[src/design/assert_macros.svh]
// -----------------------------------------------------------------------------
// Assertion macros
// Shared concurrent assertion helpers, clocked on clk_i and quiet in reset.
// -----------------------------------------------------------------------------
`ifndef ASSERT_MACROS_SVH
`define ASSERT_MACROS_SVH
`ifndef ASSERT_OFF
`define TOT_ASSERT(lbl, prop) \
  lbl: assert property (@(posedge clk_i) disable iff (!rst_ni) (prop)) \
    else $error("assertion failed");
`define TOT_ASSERT_NEVER(lbl, cond) \
  lbl: assert property (@(posedge clk_i) disable iff (!rst_ni) !(cond)) \
    else $error("forbidden condition seen");
`else
`define TOT_ASSERT(lbl, prop)
`define TOT_ASSERT_NEVER(lbl, cond)
`endif
`endif

[src/design/tot_pkg.sv]
// -----------------------------------------------------------------------------
// Timestamp ordered table package
// Shared widths, codes and types for the table and its cells.
// -----------------------------------------------------------------------------
`timescale 1ns / 1ps
package tot_pkg;
  localparam int unsigned TABLE_DEPTH_DEF = 16;
  localparam int unsigned TIME_W   = 48;
  localparam int unsigned HANDLE_W = 32;

  typedef enum logic [2:0] {
    OP_ADD      = 3'd0,
    OP_LOOKUP   = 3'd1,
    OP_POP      = 3'd2,
    OP_PURGE    = 3'd3,
    OP_CLEAR    = 3'd4,
    OP_LIST     = 3'd5,
    OP_NEWEST   = 3'd6,
    OP_DEADLINE = 3'd7
  } op_e;

  typedef enum logic [2:0] {
    ST_OK       = 3'd0,
    ST_DROPPED  = 3'd1,
    ST_TOO_LATE = 3'd2,
    ST_DUP      = 3'd3,
    ST_NONE     = 3'd4,
    ST_FULL     = 3'd5
  } status_e;

  typedef enum logic [1:0] {
    CFG_DROP_FIRST = 2'd0,
    CFG_MAX_WAIT   = 2'd1,
    CFG_MIN_WAIT   = 2'd2
  } cfg_idx_e;

  typedef enum logic [2:0] {
    CELL_HOLD,
    CELL_TAKE_NEW,
    CELL_TAKE_PREV,
    CELL_TAKE_NEXT,
    CELL_TAKE_HEAD
  } cell_cmd_e;

  typedef struct packed {
    logic [TIME_W-1:0]   tstamp;
    logic [HANDLE_W-1:0] hdl;
  } entry_t;

  typedef struct packed {
    logic [TIME_W-1:0] key;
    logic [TIME_W-1:0] rstart;
    logic [TIME_W-1:0] rend;
  } cell_keys_t;

  typedef struct packed {
    logic gt_key;
    logic eq_key;
    logic le_end;
    logic gt_start;
  } cell_flags_t;
endpackage

[src/design/tot_cell.sv]
// -----------------------------------------------------------------------------
// Table cell
// Holds one entry, loads from its neighbors, the head cell or the new entry, compares keys.
// -----------------------------------------------------------------------------
`timescale 1ns / 1ps
module tot_cell import tot_pkg::*; (
  input  logic        clk_i,
  input  cell_cmd_e   cmd_i,
  input  entry_t      new_i,
  input  entry_t      prev_i,
  input  entry_t      next_i,
  input  entry_t      head_i,
  input  cell_keys_t  keys_i,
  output entry_t      entry_o,
  output cell_flags_t flags_o
);
  entry_t entry_q, entry_d;

  always_comb begin
    unique case (cmd_i)
      CELL_TAKE_NEW:  entry_d = new_i;
      CELL_TAKE_PREV: entry_d = prev_i;
      CELL_TAKE_NEXT: entry_d = next_i;
      CELL_TAKE_HEAD: entry_d = head_i;
      default:        entry_d = entry_q;
    endcase
  end

  always_ff @(posedge clk_i) begin
    entry_q <= entry_d;
  end

  assign entry_o          = entry_q;
  assign flags_o.gt_key   = entry_q.tstamp >  keys_i.key;
  assign flags_o.eq_key   = entry_q.tstamp == keys_i.key;
  assign flags_o.le_end   = entry_q.tstamp <= keys_i.rend;
  assign flags_o.gt_start = entry_q.tstamp >  keys_i.rstart;
endmodule

[config.mk]
export PLATFORM = sky130hd
export DESIGN_NAME = tot_cell
export DESIGN_NICKNAME = d
export VERILOG_FILES = /design/src/design/assert_macros.svh /design/src/design/tot_pkg.sv /design/src/design/tot_cell.sv
export SDC_FILE = /design/constraint.sdc
export NUM_CORES = 1
export LEC_CHECK = 0
export BUFFER_PORTS_ARGS = -buffer_cell sky130_fd_sc_hd__buf_2
export CAP_MARGIN = 30
export CORE_AREA = 2 2 216 218
export CTS_CLUSTER_SIZE = 12
export DETAILED_ROUTE_END_ITERATION = 8
export DIE_AREA = 0 0 218 220
export PLACE_DENSITY = 0.5
export SYNTH_ARGS = -nofsm -noshare
export SYNTH_HDL_FRONTEND = slang
export SYNTH_SLANG_ARGS = --single-unit
[constraint.sdc]
create_clock -name clk_i -period 7.3 [get_ports clk_i]
set_input_delay 0.73 -clock clk_i [delete_from_list [all_inputs] [get_ports clk_i]]
set_output_delay 0.73 -clock clk_i [all_outputs]
set_load 0.01 [all_outputs]
==> flow_summary_export.csv <==
group,metric,value,unit
worst_setup_path,cp-end-kind,"output pin",
die,die_w,218,µm
die,core_region_area,45900,µm²
detailed_routing,dr.pass1.iters,4,
logic_synthesis,synth_cells,1055,
worst_setup_path,cp-start-kind,"flop",
grt,gr-usage-all-layers,18.0,%
timing,max_slew.worst_pin.slew,0.896,ns
grt,grt_util_met3,5.42,%
timing,max_freq,0.264,GHz
worst_hold_path,holdCritPathClass,"in -> reg",
worst_setup_path,worstSetupPathType,"reg -> out",
cts,path_clk_slew,0.07,ns
grt,grt_use_met1,20.9,%
placement,dp_slack,3.50,ns
run_status,outcome,"finished, final reports clean",
worst_setup_path,crit_arrival,3.06,ns
detailed_routing,drt_drc_violations_left,0,
detailed_routing,drtAntennaViolNets,0,
timing,setup_viol_count_final,0,
logic_synthesis,yosysTopAreaCell,"edfxtp_1",
timing,post-route-period-util,51.9,%
die,io_pins,552,
finish,largest_reg_flops,80,
timing,layout_setup_ws,3.51,ns
cts,cts_buffers,9,
logic_synthesis,yosysTopAreaCellShare,27.0,%
grt,top_usage_layer,"met2",
timing,rsz0062_at_grt,"no",
grt,grt_max_degree,89,
placement,place_hpwl,36800,µm
grt,overflow,0,
detailed_routing,drt_iter0_markers,395,
power,vdd_drop_max,0.0980,mV
cts,cts_hold_buf,0,
cts,cts_resized,0,
timing,hold_ws,0.629,ns
finish,drive_gt1_share,37.1,%
cts,cts_tree,"yes",
die,die_area,48000,µm²
timing,tns,0,ns
finish,area_growth_syn_to_layout,42.0,%
detailed_routing,viasPerCell,4.68,
logic_synthesis,synth_common_cells,"a21oi_1 (217), ha_1 (144), inv_1 (142), a21o_1 (93), nor2b_1 (85)",
grt,first_global_vias,10310,
logic_synthesis,syn-num-nets,1667,
grt,antenna_found_initial,15,
detailed_routing,wl_per_cell,20.4,µm
worst_setup_path,crit_path_max_fanout,5,
cts,h-tree-depth,3,
timing,relSlewSlack,40.3,%
finish,final_nets,2177,
placement,dp.cells,2161,
placement,port_buffers,551,
grt,grt_pass1_wl,62800,µm
die,rows,79,
finish,instances_no_fill,2186,
logic_synthesis,synth.most_common_cell,"a21oi_1",
timing,drv_slew,0,
cts,clock-sinks,80,
power,power_leakage,6.52,nW
logic_synthesis,synth-edff-count,80,
timing,hold_viol,0,
logic_synthesis,synthDistinctLibCells,36,
logic_synthesis,yosys_warnings,0,
cts,max-clock-path-buffers,2,
placement,gp_congestion,0.885,
logic_synthesis,async_reset_ff_share,0,%
cts,post_cts_buffers,0,
logic_synthesis,synth-main-ff-cell,"edfxtp_1",
timing,period_minus_slack,3.79,ns
worst_hold_path,hold_depth,2,
logic_synthesis,avgSynthCellArea,8.43,µm²
power,p_per_area,165,nW/µm²
die,start_util,19.4,%
grt,grt_util_met2,31.0,%
worst_setup_path,required,6.57,ns
flow_run,maxCapViolations,0,
cts,ctsRootBufferMaster,"clkbuf_16",
logic_synthesis,ys_ff_latch,80,
detailed_routing,wl,44500,µm
logic_synthesis,synth_area,8900,µm²
logic_synthesis,ys_seq_area_share,27.0,%
die,fp.dieH,220,µm
detailed_routing,vias,10235,
logic_synthesis,synth.area.top_cells,"edfxtp_1 (27%), ha_1 (20%), a21oi_1 (12%), a221oi_1 (8.0%), a21o_1 (7.8%)",
[final timing paths]
check / startpoint / to / slack, ns
max: entry_o[63]$_DFFE_PP_ / flags_o[1] / 3.51
min: new_i[3] / entry_o[3]$_DFFE_PP_ / 0.63
[logic make-up (layout without fill, tap and decap cells)]
| family | count (synthesis) | after routing | synth area share (%) |
|---|---|---|---|
| compound gates | 428 | 428 | 31.1 |
| flops | 80 | 80 | 27.0 |
| buf+inv | 204 | 719 | 8.90 |
| simple gates | 198 | 198 | 12.6 |
| xor+xnor | 1 | 1 | 0.0985 |
| other cells | 0 | 9 | 0 |
| fa+ha+maj | 144 | 144 | 20.3 |
[power by group]
group	internal, mW	switching [mW]
Clock	0.337	0.231
Combinational	0.370	0.452
Sequential	0.600	0.0935
[worst max-delay path, stage by stage (launching register included)]
cell and delay, ns:
edfxtp_1 0.49, ha_1 0.37, nand4_1 0.25, nor4_1 0.80
o31ai_1 0.32, nand4_1 0.18, o211ai_1 0.10, buf_2 0.16
[metal layers]
metal,vias up,wire (µm)
li1,4980,-
met1,4757,18100
met2,433,21700
met3,59,3610
met4,6,1100
met5,-,39
[final cells by class]
type	instances	area (µm²)
Clock inverter	6	115
Tap cell	607	759
Inverter	142	533
Sequential cell	80	2400
Timing Repair Buffer	561	2840
Clock buffer	10	229
Fill cell	5032	33200
Multi-Input combinational cell	771	5730
Antenna cell	9	22.5
[metrics by stage]
stage	cell area (µm²)	total power [mW]	utilization, %
2_1_floorplan	8900	1.12	-
3_3_place_gp	12300	1.52	26.8
3_5_place_dp	12300	1.54	26.8
4_1_cts	12600	2.12	27.5
5_1_grt	12600	2.24	27.5
6_report	12600	2.08	27.6
[layout by cell type, fill, tap and decap left out, drive strengths merged, types with 32 or more instances in the layout]
cell / n
nor2b: 85
nand4: 32
a21oi: 218
buf: 561
a21o: 93
a221oi: 81
edfxtp: 80
inv: 144
ha: 144
Note: power is estimated with default switching activity, not from simulation.
